===== src/sv/tlpr_pkg.sv =====
`timescale 1ns / 1ps
// ----------------------------------------------------------------------------
// tlpr_pkg
// Shared widths, register indexes and limits for the two-layer path rescaler.
// ----------------------------------------------------------------------------
package tlpr_pkg;

    localparam int COORD_W    = 32;
    localparam int RATIO_W    = 32;
    localparam int COUNT_BITS = 20;

    localparam int IN_W  = 3 * COORD_W;
    localparam int OUT_W = 3 * COORD_W + 2 * COUNT_BITS;

    localparam int CFG_IDX_W = 2;

    localparam logic [CFG_IDX_W-1:0] CFG_RATIO_TOP    = 2'd0;
    localparam logic [CFG_IDX_W-1:0] CFG_RATIO_BOTTOM = 2'd1;
    localparam logic [CFG_IDX_W-1:0] CFG_PSEUDO_DEPTH = 2'd2;

    localparam logic [RATIO_W-1:0] RATIO_RESET = 32'h0100_0000;
    localparam logic [COORD_W-1:0] DEPTH_RESET = 32'h0001_0000;

    localparam logic [COUNT_BITS-1:0] COUNT_MAX = {COUNT_BITS{1'b1}};

    // quotient bits of the crossing fraction (Q0.31)
    localparam int DIV_STEPS = 31;

endpackage


===== src/sv/two_layer_photon_path_rescaler_unit.sv =====
`timescale 1ns / 1ps
// ----------------------------------------------------------------------------
// two_layer_photon_path_rescaler_unit
// Rebuilds a baseline photon path for a two-layer medium, one point a request.
// ----------------------------------------------------------------------------
// Throughput: one request at a time; the next is accepted in the cycle after
//   the result is loaded. A crossing step runs the 31-step restoring divider
//   and then 8 jobs through the shared 32x32 multiplier pipeline.
// Reset: rst_n clears control, counts, previous point and position; registers
//   return to ratio 1.0 and pseudo depth 1.0.
// ----------------------------------------------------------------------------
module two_layer_photon_path_rescaler_unit (
    input  logic                         clk,
    input  logic                         rst_n,
    input  logic                         cfg_valid,
    output logic                         cfg_ready,
    input  logic [tlpr_pkg::CFG_IDX_W-1:0] cfg_index,
    input  logic [31:0]                  cfg_data,
    input  logic                         s_tvalid,
    output logic                         s_tready,
    input  logic [tlpr_pkg::IN_W-1:0]    s_tdata,  // point_x, point_y, point_z
    input  logic                         s_tuser,  // first_point
    output logic                         m_tvalid,
    input  logic                         m_tready,
    output logic [tlpr_pkg::OUT_W-1:0]   m_tdata   // scaled_x, scaled_y, scaled_z,
                                                   // top_steps, bottom_steps
);
    import tlpr_pkg::*;

    localparam logic [2:0] ST_IDLE  = 3'd0;
    localparam logic [2:0] ST_SETUP = 3'd1;
    localparam logic [2:0] ST_DIV   = 3'd2;
    localparam logic [2:0] ST_MUL   = 3'd3;
    localparam logic [2:0] ST_FIN   = 3'd4;

    // multiplier jobs; crossing steps use codes 0..7 in this order
    localparam logic [3:0] J_IX  = 4'd0;
    localparam logic [3:0] J_IY  = 4'd1;
    localparam logic [3:0] J_S1Z = 4'd2;
    localparam logic [3:0] J_S2Z = 4'd3;
    localparam logic [3:0] J_S1X = 4'd4;
    localparam logic [3:0] J_S1Y = 4'd5;
    localparam logic [3:0] J_S2X = 4'd6;
    localparam logic [3:0] J_S2Y = 4'd7;
    localparam logic [3:0] J_NX  = 4'd8;
    localparam logic [3:0] J_NY  = 4'd9;
    localparam logic [3:0] J_NZ  = 4'd10;

    localparam logic [3:0] LAST_CROSS = 4'd9;
    localparam logic [3:0] LAST_PLAIN = 4'd4;

    localparam logic signed [41:0] SUM_MAX = 42'sd2147483647;
    localparam logic signed [41:0] SUM_MIN = -42'sd2147483648;

    logic [2:0] state_reg, state_next;

    logic [RATIO_W-1:0]        ratio_top_reg, ratio_bot_reg;
    logic signed [COORD_W-1:0] depth_reg;

    logic signed [COORD_W-1:0] in_x_reg, in_y_reg, in_z_reg;
    logic                      in_first_reg;
    logic signed [COORD_W-1:0] prev_x_reg, prev_y_reg, prev_z_reg;
    logic signed [COORD_W-1:0] sum_x_reg, sum_y_reg, sum_z_reg;
    logic signed [COORD_W-1:0] sum_x_next, sum_y_next, sum_z_next;
    logic [COUNT_BITS-1:0]     top_cnt_reg, bot_cnt_reg, top_cnt_next, bot_cnt_next;
    logic                      top_reg, cross_reg;

    logic [31:0] rem_reg, b_reg;
    logic [30:0] t_reg;
    logic [4:0]  div_cnt_reg;

    logic signed [COORD_W-1:0] px_reg, py_reg;

    logic [3:0]  job_cnt_reg;
    logic [3:0]  job_code;
    logic [3:0]  job_last;

    logic        a_valid_reg, b_valid_reg;
    logic [3:0]  a_job_reg, b_job_reg;
    logic [31:0] a_mag_reg, a_mult_reg;
    logic        a_neg_reg, b_neg_reg;
    logic [63:0] prod_reg;

    logic                  m_valid_reg;
    logic [OUT_W-1:0]      m_data_reg;

    logic in_req, cfg_req, fin_load;

    assign cfg_ready = 1'b1;
    assign cfg_req   = cfg_valid & cfg_ready;
    assign s_tready  = (state_reg == ST_IDLE);
    assign in_req    = s_tvalid & s_tready;
    assign m_tvalid  = m_valid_reg;
    assign m_tdata   = m_data_reg;
    assign fin_load  = (state_reg == ST_FIN) && (!m_valid_reg || m_tready);

    // ---------------- step setup ----------------
    logic        setup_top, setup_cross;
    logic [32:0] sa_diff, sb_diff, sa_mag, sb_mag;

    always_comb
    begin
        setup_top   = (prev_z_reg <= depth_reg);
        setup_cross = setup_top ? (in_z_reg > depth_reg) : (in_z_reg < depth_reg);
        sa_diff     = {depth_reg[31], depth_reg} - {prev_z_reg[31], prev_z_reg};
        sb_diff     = {in_z_reg[31], in_z_reg} - {prev_z_reg[31], prev_z_reg};
        sa_mag      = sa_diff[32] ? (~sa_diff + 33'd1) : sa_diff;
        sb_mag      = sb_diff[32] ? (~sb_diff + 33'd1) : sb_diff;
    end

    // ---------------- divider step ----------------
    logic [32:0] div_shift;
    logic        div_ge;
    logic [32:0] div_sub;

    always_comb
    begin
        div_shift = {rem_reg, 1'b0};
        div_ge    = (div_shift >= {1'b0, b_reg});
        div_sub   = div_shift - {1'b0, b_reg};
    end

    // ---------------- operand stage ----------------
    logic [RATIO_W-1:0]        r_here, r_other;
    logic signed [COORD_W-1:0] op_from, op_to;
    logic [31:0]               op_mult;
    logic [32:0]               op_diff, op_mag;
    logic                      a_valid_next;

    always_comb
    begin
        r_here   = top_reg ? ratio_top_reg : ratio_bot_reg;
        r_other  = top_reg ? ratio_bot_reg : ratio_top_reg;
        job_code = cross_reg ? {1'b0, job_cnt_reg[2:0]} : (J_NX + job_cnt_reg);
        job_last = cross_reg ? LAST_CROSS : LAST_PLAIN;
        a_valid_next = (state_reg == ST_MUL) && (job_cnt_reg < job_last - 4'd1);
        op_from = '0;
        op_to   = '0;
        op_mult = '0;
        unique case (job_code)
            J_IX:
            begin
                op_from = prev_x_reg; op_to = in_x_reg; op_mult = {1'b0, t_reg};
            end
            J_IY:
            begin
                op_from = prev_y_reg; op_to = in_y_reg; op_mult = {1'b0, t_reg};
            end
            J_S1Z:
            begin
                op_from = prev_z_reg; op_to = depth_reg; op_mult = r_here;
            end
            J_S2Z:
            begin
                op_from = depth_reg; op_to = in_z_reg; op_mult = r_other;
            end
            J_S1X:
            begin
                op_from = prev_x_reg; op_to = px_reg; op_mult = r_here;
            end
            J_S1Y:
            begin
                op_from = prev_y_reg; op_to = py_reg; op_mult = r_here;
            end
            J_S2X:
            begin
                op_from = px_reg; op_to = in_x_reg; op_mult = r_other;
            end
            J_S2Y:
            begin
                op_from = py_reg; op_to = in_y_reg; op_mult = r_other;
            end
            J_NX:
            begin
                op_from = prev_x_reg; op_to = in_x_reg; op_mult = r_here;
            end
            J_NY:
            begin
                op_from = prev_y_reg; op_to = in_y_reg; op_mult = r_here;
            end
            J_NZ:
            begin
                op_from = prev_z_reg; op_to = in_z_reg; op_mult = r_here;
            end
            default:
            begin
                op_from = '0; op_to = '0; op_mult = '0;
            end
        endcase
        op_diff = {op_to[31], op_to} - {op_from[31], op_from};
        op_mag  = op_diff[32] ? (~op_diff + 33'd1) : op_diff;
    end

    // ---------------- apply stage ----------------
    logic [63:0]               rnd_i, rnd_s;
    logic [32:0]               q_i;
    logic [39:0]               q_s;
    logic signed [COORD_W-1:0] ip_from, cur_sum;
    logic signed [33:0]        ip_full;
    logic signed [41:0]        sum_ext, q_ext, sum_full;
    logic signed [COORD_W-1:0] sum_sat;

    always_comb
    begin
        rnd_i   = prod_reg + 64'h0000_0000_4000_0000;
        rnd_s   = prod_reg + 64'h0000_0000_0080_0000;
        q_i     = rnd_i[63:31];
        q_s     = rnd_s[63:24];
        ip_from = (b_job_reg == J_IX) ? prev_x_reg : prev_y_reg;
        ip_full = b_neg_reg ? ({{2{ip_from[31]}}, ip_from} - {1'b0, q_i})
                            : ({{2{ip_from[31]}}, ip_from} + {1'b0, q_i});
        case (b_job_reg)
            J_S1X, J_S2X, J_NX: cur_sum = sum_x_reg;
            J_S1Y, J_S2Y, J_NY: cur_sum = sum_y_reg;
            default:            cur_sum = sum_z_reg;
        endcase
        sum_ext  = {{10{cur_sum[31]}}, cur_sum};
        q_ext    = {2'b00, q_s};
        sum_full = b_neg_reg ? (sum_ext - q_ext) : (sum_ext + q_ext);
        if (sum_full > SUM_MAX)
            sum_sat = 32'sh7FFF_FFFF;
        else if (sum_full < SUM_MIN)
            sum_sat = 32'sh8000_0000;
        else
            sum_sat = sum_full[31:0];
    end

    // ---------------- sequencer ----------------
    always_comb
    begin
        state_next   = state_reg;
        sum_x_next   = sum_x_reg;
        sum_y_next   = sum_y_reg;
        sum_z_next   = sum_z_reg;
        top_cnt_next = top_cnt_reg;
        bot_cnt_next = bot_cnt_reg;
        unique case (state_reg)
            ST_IDLE:
            begin
                if (in_req)
                    state_next = ST_SETUP;
            end
            ST_SETUP:
            begin
                if (in_first_reg)
                begin
                    sum_x_next   = in_x_reg;
                    sum_y_next   = in_y_reg;
                    sum_z_next   = in_z_reg;
                    top_cnt_next = '0;
                    bot_cnt_next = '0;
                    state_next   = ST_FIN;
                end
                else
                begin
                    if (setup_top && top_cnt_reg != COUNT_MAX)
                        top_cnt_next = top_cnt_reg + 1'b1;
                    if (!setup_top && bot_cnt_reg != COUNT_MAX)
                        bot_cnt_next = bot_cnt_reg + 1'b1;
                    state_next = setup_cross ? ST_DIV : ST_MUL;
                end
            end
            ST_DIV:
            begin
                if (div_cnt_reg == 5'(DIV_STEPS - 1))
                    state_next = ST_MUL;
            end
            ST_MUL:
            begin
                if (b_valid_reg)
                begin
                    case (b_job_reg)
                        J_S1X, J_S2X, J_NX: sum_x_next = sum_sat;
                        J_S1Y, J_S2Y, J_NY: sum_y_next = sum_sat;
                        J_S1Z, J_S2Z, J_NZ: sum_z_next = sum_sat;
                        default: ;
                    endcase
                end
                if (job_cnt_reg == job_last)
                    state_next = ST_FIN;
            end
            ST_FIN:
            begin
                if (fin_load)
                    state_next = ST_IDLE;
            end
            default: state_next = ST_IDLE;
        endcase
    end

    // ---------------- control and state registers ----------------
    always_ff @(posedge clk or negedge rst_n)
    begin
        if (!rst_n)
        begin
            state_reg     <= ST_IDLE;
            ratio_top_reg <= RATIO_RESET;
            ratio_bot_reg <= RATIO_RESET;
            depth_reg     <= DEPTH_RESET;
            prev_x_reg    <= '0;
            prev_y_reg    <= '0;
            prev_z_reg    <= '0;
            sum_x_reg     <= '0;
            sum_y_reg     <= '0;
            sum_z_reg     <= '0;
            top_cnt_reg   <= '0;
            bot_cnt_reg   <= '0;
            job_cnt_reg   <= '0;
            div_cnt_reg   <= '0;
            a_valid_reg   <= 1'b0;
            b_valid_reg   <= 1'b0;
            m_valid_reg   <= 1'b0;
        end
        else
        begin
            state_reg   <= state_next;
            sum_x_reg   <= sum_x_next;
            sum_y_reg   <= sum_y_next;
            sum_z_reg   <= sum_z_next;
            top_cnt_reg <= top_cnt_next;
            bot_cnt_reg <= bot_cnt_next;
            a_valid_reg <= a_valid_next;
            b_valid_reg <= a_valid_reg;

            if (cfg_req)
            begin
                case (cfg_index)
                    CFG_RATIO_TOP:    ratio_top_reg <= cfg_data;
                    CFG_RATIO_BOTTOM: ratio_bot_reg <= cfg_data;
                    CFG_PSEUDO_DEPTH: depth_reg     <= cfg_data;
                    default: ;
                endcase
            end

            if (state_reg == ST_SETUP)
                div_cnt_reg <= '0;
            else if (state_reg == ST_DIV)
                div_cnt_reg <= div_cnt_reg + 5'd1;

            if (state_reg == ST_MUL)
                job_cnt_reg <= job_cnt_reg + 4'd1;
            else
                job_cnt_reg <= '0;

            if (fin_load)
            begin
                prev_x_reg  <= in_x_reg;
                prev_y_reg  <= in_y_reg;
                prev_z_reg  <= in_z_reg;
                m_valid_reg <= 1'b1;
            end
            else if (m_tready)
            begin
                m_valid_reg <= 1'b0;
            end
        end
    end

    // ---------------- datapath registers ----------------
    always_ff @(posedge clk)
    begin
        if (in_req)
        begin
            in_x_reg     <= s_tdata[31:0];
            in_y_reg     <= s_tdata[63:32];
            in_z_reg     <= s_tdata[95:64];
            in_first_reg <= s_tuser;
        end

        if (state_reg == ST_SETUP)
        begin
            top_reg   <= setup_top;
            cross_reg <= setup_cross;
            rem_reg   <= sa_mag[31:0];
            b_reg     <= sb_mag[31:0];
        end
        else if (state_reg == ST_DIV)
        begin
            rem_reg <= div_ge ? div_sub[31:0] : div_shift[31:0];
            t_reg   <= {t_reg[29:0], div_ge};
        end

        a_job_reg  <= job_code;
        a_mag_reg  <= op_mag[31:0];
        a_neg_reg  <= op_diff[32];
        a_mult_reg <= op_mult;

        b_job_reg  <= a_job_reg;
        b_neg_reg  <= a_neg_reg;
        prod_reg   <= a_mag_reg * a_mult_reg;

        if (state_reg == ST_MUL && b_valid_reg && b_job_reg == J_IX)
            px_reg <= ip_full[31:0];
        if (state_reg == ST_MUL && b_valid_reg && b_job_reg == J_IY)
            py_reg <= ip_full[31:0];

        if (fin_load)
            m_data_reg <= {bot_cnt_reg, top_cnt_reg, sum_z_reg, sum_y_reg, sum_x_reg};
    end

    // ---------------- assertions ----------------
    a_div_rem_below: assert property (@(posedge clk) disable iff (!rst_n)
        (state_reg == ST_DIV) |-> (rem_reg < b_reg))
        else $error("divider remainder not below divisor");

    a_out_from_fin: assert property (@(posedge clk) disable iff (!rst_n)
        $rose(m_valid_reg) |-> ($past(state_reg) == ST_FIN))
        else $error("result raised outside finish state");

    a_first_clears: assert property (@(posedge clk) disable iff (!rst_n)
        (state_reg == ST_SETUP && in_first_reg) |=>
            (top_cnt_reg == '0 && bot_cnt_reg == '0 && state_reg == ST_FIN))
        else $error("first point did not clear counts");

    a_pipe_in_mul: assert property (@(posedge clk) disable iff (!rst_n)
        (a_valid_reg || b_valid_reg) |-> (state_reg == ST_MUL))
        else $error("multiplier job outside multiply phase");

endmodule

===== config.mk =====
export PLATFORM = sky130hd
export DESIGN_NAME = two_layer_photon_path_rescaler_unit
export DESIGN_NICKNAME = d
export VERILOG_FILES = /design/src/sv/tlpr_pkg.sv /design/src/sv/two_layer_photon_path_rescaler_unit.sv
export SDC_FILE = /design/constraint.sdc
export NUM_CORES = 2
export LEC_CHECK = 0
export BUFFER_PORTS_ARGS = -buffer_cell sky130_fd_sc_hd__buf_4
export CELL_PAD_IN_SITES_DETAIL_PLACEMENT = 1
export CELL_PAD_IN_SITES_GLOBAL_PLACEMENT = 1
export CORE_UTILIZATION = 35
export CTS_BUF_LIST = sky130_fd_sc_hd__clkbuf_4 sky130_fd_sc_hd__clkbuf_8
export DETAILED_ROUTE_END_ITERATION = 10
export GPL_TIMING_DRIVEN = 0
export PLACE_DENSITY = 0.68
export SLEW_MARGIN = 20
export SYNTH_ARGS = -nofsm -noshare
export SYNTH_HDL_FRONTEND = slang
export SYNTH_SLANG_ARGS = --single-unit

===== constraint.sdc =====
create_clock -name clk -period 10.2 [get_ports clk]
set_input_delay 0.51 -clock clk [delete_from_list [all_inputs] [get_ports clk]]
set_output_delay 0.51 -clock clk [all_outputs]
set_load 0.05 [all_outputs]

# Word-level counts from Yosys, hierarchy flattened
# Index checks and enable logic that the tools add are counted.
[totals] reg_bits=875
[op_classes] multipliers=1 addsub=19 eq_ne=39 n_mux=48 n_reduce_logical=41 order_cmp=7 bitwise_logic=5
[ops] cell="two-way mux 32 bit" count=21
[ops] cell="case mux 32 bit (6 select lines)" count=2
[ops] cell="case mux 32 bit (2 select lines)" count=4
[ops] cell="subtractor 32 x 32 -> 33 bit" count=3
[ops] cell="adder 32 x 1 -> 32 bit (second input constant)" count=3
[ops] cell="NOT 32 bit" count=3
[ops] cell="case mux 32 bit (3 select lines)" count=1
[ops] cell="two-way mux 20 bit" count=4
[ops] cell="adder 64 x 24 -> 64 bit (second input constant)" count=1
[ops] cell="multiplier 32 x 32 -> 64 bit" count=1
[ops] cell="subtractor 32 bit" count=2
[ops] cell="adder 63 x 31 -> 63 bit (second input constant)" count=1
[ops] cell="adder 32 x 41 -> 42 bit" count=1
[ops] cell="greater-than comparator 42 x 32 -> 1 bit (second input constant)" count=1
[ops] cell="less-than comparator 42 x 32 -> 1 bit (second input constant)" count=1
[ops] cell="two-way mux 42 bit" count=1
[ops] cell="subtractor 32 x 41 -> 42 bit" count=1
[ops] cell="adder 20 x 1 -> 20 bit (second input constant)" count=2
[ops] cell="inequality test 20 bit (second input constant)" count=2
[ops] cell="greater-or-equal comparator 33 x 32 -> 1 bit" count=1
[ops] cell="adder 32 bit" count=1
[ops] cell="equality test 4 x 3 -> 1 bit (second input constant)" count=8
[ops] cell="greater-than comparator 32 bit" count=1
[ops] cell="less-or-equal comparator 32 bit" count=1
[ops] cell="other kinds (37)" count=93

# Depth between registers and ports, before layout
[logic_depth] ltp_word=11 mapped_depth=31 ltp_nobuf=30

# Worst setup path before layout
# Ideal clock, no wire load.
[synth_path] path_type="register to register" start="register a_mult_reg[2]" end="register prod_reg[49]" setup_ps=131 stages_incl_launch_ff=30 period_less_slack_ps=7908 arrival_ps=7777 path_slack_ps=2292 required_time_ps=10069 path_cell_list="dfxtp_1 -> clkbuf_1 -> nand2_1 -> fa_1 -> inv_1 -> fa_1 -> inv_1 -> fa_1 -> fa_1 -> inv_1 -> fa_1 -> fa_1 -> fa_1 -> inv_1 -> fa_1 -> inv_1 -> ha_1 -> a21o_1 -> a211o_1 -> nor3_1 -> o211a_1 -> o311ai_0 -> a41o_1 -> o311ai_0 -> a21boi_0 -> o21a_1 -> or2_2 -> a21oi_1 -> o31ai_1 -> xor2_1"
[synth_between] elab_chain_len=1
[synth_rtl] element="from (decl)" line="two_layer_photon_path_rescaler_unit.sv:80" text="logic [31:0] a_mag_reg, a_mult_reg;"
[synth_rtl] element="from (signal assigned)" line="two_layer_photon_path_rescaler_unit.sv:386" text="a_mult_reg <= op_mult;"
[synth_rtl] element="multiplier 32 x 32 -> 64 bit" line="two_layer_photon_path_rescaler_unit.sv:390" text="prod_reg <= a_mag_reg * a_mult_reg;"
[synth_rtl] element="to (signal assigned)" line="two_layer_photon_path_rescaler_unit.sv:390"
[synth_rtl] element="to (decl)" line="two_layer_photon_path_rescaler_unit.sv:82" text="logic [63:0] prod_reg;"
# Every way passes these cells.
# A chain may end at the register's enable or synchronous reset.

# Final worst setup path
[layout_path] start="register a_mult_reg[7]" end="register prod_reg[49]"
# The elaborated chain is that of the path after synthesis.

==> impl_metrics.py <==
metrics = {
    "die": {
        "start_util": 0.352,
        "coreArea_mm2": 0.233,
        "rows": 177,
        "die_w_um": 486,
        "fp.dieH_um": 486,
        "ios": 275,
        "die_area_mm2": 0.236,
    },
    "timing": {
        "slew_violations": 0,
        "skew_ns": 0.0867,
        "final-setup-viol-count": 0,
        "max_freq_ghz": 0.100,
        "period_minus_slack_ns": 9.96,
        "slew_headroom": 0.154,
        "period_share": 0.976,
        "fin_hold_ws_ns": 0.161,
        "hold_viol_final": 0,
        "rsz0062_at_grt": "no",
        "worstMarginPinSlew_ns": 1.27,
    },
    "setup_path": {
        "crit_path_end": "prod_reg[49]",
        "cpPeakStageDelay_ns": 0.81,
        "r2r_start": "a_mult_reg[7]",
        "regToRegSetupSlack_ns": 0.24,
        "setup.worst_path.start": "a_mult_reg[7]",
        "crit_required_ns": 10.93,
        "critPathMaxFanout": 10,
        "worst_path_most_repeated_cell": "fa_1",
        "critPathArrivalTime_ns": 10.69,
        "startpoint_type": "flip-flop",
        "crit_slowest_cell": "clkbuf_1",
        "rr_worst_depth": 29,
        "critPathKind": "flip-flop to flip-flop",
        "r2r_end": "prod_reg[49]",
        "worstSetupEndpointType": "flip-flop",
    },
    "synthesis": {
        "yosysUniqueCellTypes": 108,
        "synth_edf_count": 394,
        "async_reset_ff_frac": 0.403,
        "ys.flop_type": "edfxtp_1",
        "syn_nets": 10124,
        "seq_area_frac_synth": 0.277,
        "ys_warn_count": 0,
        "syn_area_mm2": 0.0819,
        "synthCells": 8575,
        "syn_area_per_cell_um2": 9.55,
        "ys_seq_elements": 852,
    },
    "clock_network": {
        "htree_levels": 4,
        "path_clk_slew_ns": 0.06,
        "cts.path.max_buffers": 3,
        "cts_tree": "built",
        "root_buffer": "clkbuf_8",
        "cts_buffers": 149,
        "postCtsSetupBuffers": 0,
        "clk-insertion-delay-late_ns": 0.94,
        "clock_sinks": 852,
    },
    "detailed_routing": {
        "vias_per_cell": 5.59,
        "vias": 68970,
        "drt-initial-drc-count": 6135,
        "routed_wl_um": 347000,
        "drt_pass1_iterations": 9,
        "wl_per_cell_um": 28.2,
        "ant_nets": 0,
        "drc_errors": 0,
    },
    "grt": {
        "grt_usage": 0.294,
        "grt_overflow": 0,
        "antenna_found_initial": 40,
        "grt_pass1_vias": 73577,
        "grt_max_degree": 98,
        "grt_pass1_wl_um": 507000,
    },
    "hold_path": {
        "hold_path_class": "input port to flip-flop",
    },
    "layout": {
        "final_cell_mix": "nand2_1, inv_1, fa_1",
        "largest_register_ffs": 136,
        "mostFrequentLayoutCell": "nand2_1",
        "drive_gt1_frac": 0.0928,
        "fillers": 26620,
        "nets": 10702,
        "syn_to_final_growth_pct": 13.4,
    },
    "place": {
        "port_buffers": 273,
        "gp_congestion": 0.972,
        "place_hpwl_um": 284000,
    },
    "run": {
        "cap_violations": 0,
    },
    "outcome": {
        "status": "completed",
    },
}
stage by stage:
step | setup TNS, ns | worst slack (ns) | cell area (um^2) | instances | utilization
after floorplan | 0 | 2.29 | 81900 | 8575 | -
after global placement | -21.61 | -1.49 | 87700 | 11891 | 0.377
after detailed placement | -1.82 | -0.590 | 88100 | 11913 | 0.379
after CTS | 0 | 0.109 | 92800 | 12323 | 0.399
after global routing | 0 | 0.0397 | 92800 | 12328 | 0.399
final | 0 | 0.240 | 92800 | 12339 | 0.399
logic make-up (layout without fill, tap and decap cells):
logic type / Yosys count / count (layout) / share of synthesized area
simple gates: 2656 / 2656 / 0.154
buf+inv: 1544 / 2249 / 0.0716
compound gates: 1470 / 1470 / 0.124
fa+ha+maj: 1413 / 1413 / 0.299
flops: 852 / 852 / 0.277
xor+xnor: 457 / 457 / 0.0494
mux: 182 / 182 / 0.0243
other cells: 1 / 17 / 0.0000458
what timing repair did:
action | 4_1_cts | 5_1_grt
hold buffers | 132 | 0
setup endpoints to repair | 8 | 3
hold endpoints to repair | 296 | 0
resized for setup | 11 | 75
cell type report:
type,count,area [um^2],area share
diodes,16,40.0,0.000431
plain buffers,454,1830,0.0197
clock buffers,212,2670,0.0287
clock inverters,66,611,0.00658
inverters,1090,4090,0.0441
multi-input cells,6179,53400,0.575
flip-flops and latches,852,22700,0.245
well taps,3043,3810,0.0410
repair buffers,427,3710,0.0400
per-layer routing:
layer / routed length [um] / track usage / vias to the layer above / part of all wire
met4: 19300 / 0.142 / 6 / 0.056
met5: 41 / 0 / - / 0.00012
li1: - / - / 29698 / -
met2: 156000 / 0.464 / 2830 / 0.45
met3: 26100 / 0.0487 / 767 / 0.075
met1: 146000 / 0.390 / 35669 / 0.42
cell usage after synthesis (all sizes together), types with 54 or more instances:
cell	instances	area [um^2]
nand2	1241	4660
inv	1090	4090
fa	901	18000
ha	512	6410
and2	480	3000
clkbuf	400	1500
edfxtp	394	11800
nor2	361	1360
dfrtp	340	8510
a21oi	331	1890
o21ai	282	1420
xnor2	276	2440
xor2	181	1600
a21o	178	1340
a31oi	136	851
mux2	131	1480
dfxtp	115	2300
nand3	108	556
nor3	82	415
a221oi	69	611
nand4	69	438
a222oi	62	621
buf	54	270
nor2b	54	338
how the worst min path moves through the flow:
stage / from / endpoint / slack [ns] / cells after the start
CTS: cfg_index[0] / ratio_top_reg[31] / 0.09 / 3
global route: cfg_index[0] / ratio_top_reg[0] / 0.14 / 3
global placement: a_job_reg[2] / b_job_reg[2] / 0.31 / 0
floorplan: rst_n / a_valid_reg / 0.21 / 0
finish: cfg_index[0] / ratio_top_reg[31] / 0.16 / 3
detailed placement: a_job_reg[0] / b_job_reg[0] / 0.31 / 0
critical path, delay by kind of cell (launching register included):
kind / cells / cell delay [ns]
fa+ha+maj: 9 / 4.22
compound gates: 10 / 2.72
buf+inv: 6 / 1.24
simple gates: 3 / 0.96
flops: 1 / 0.49
xor+xnor: 1 / 0.17
Power is not shown: default switching activity piles up to over one toggle a cycle in this logic, so the estimate is an artifact.
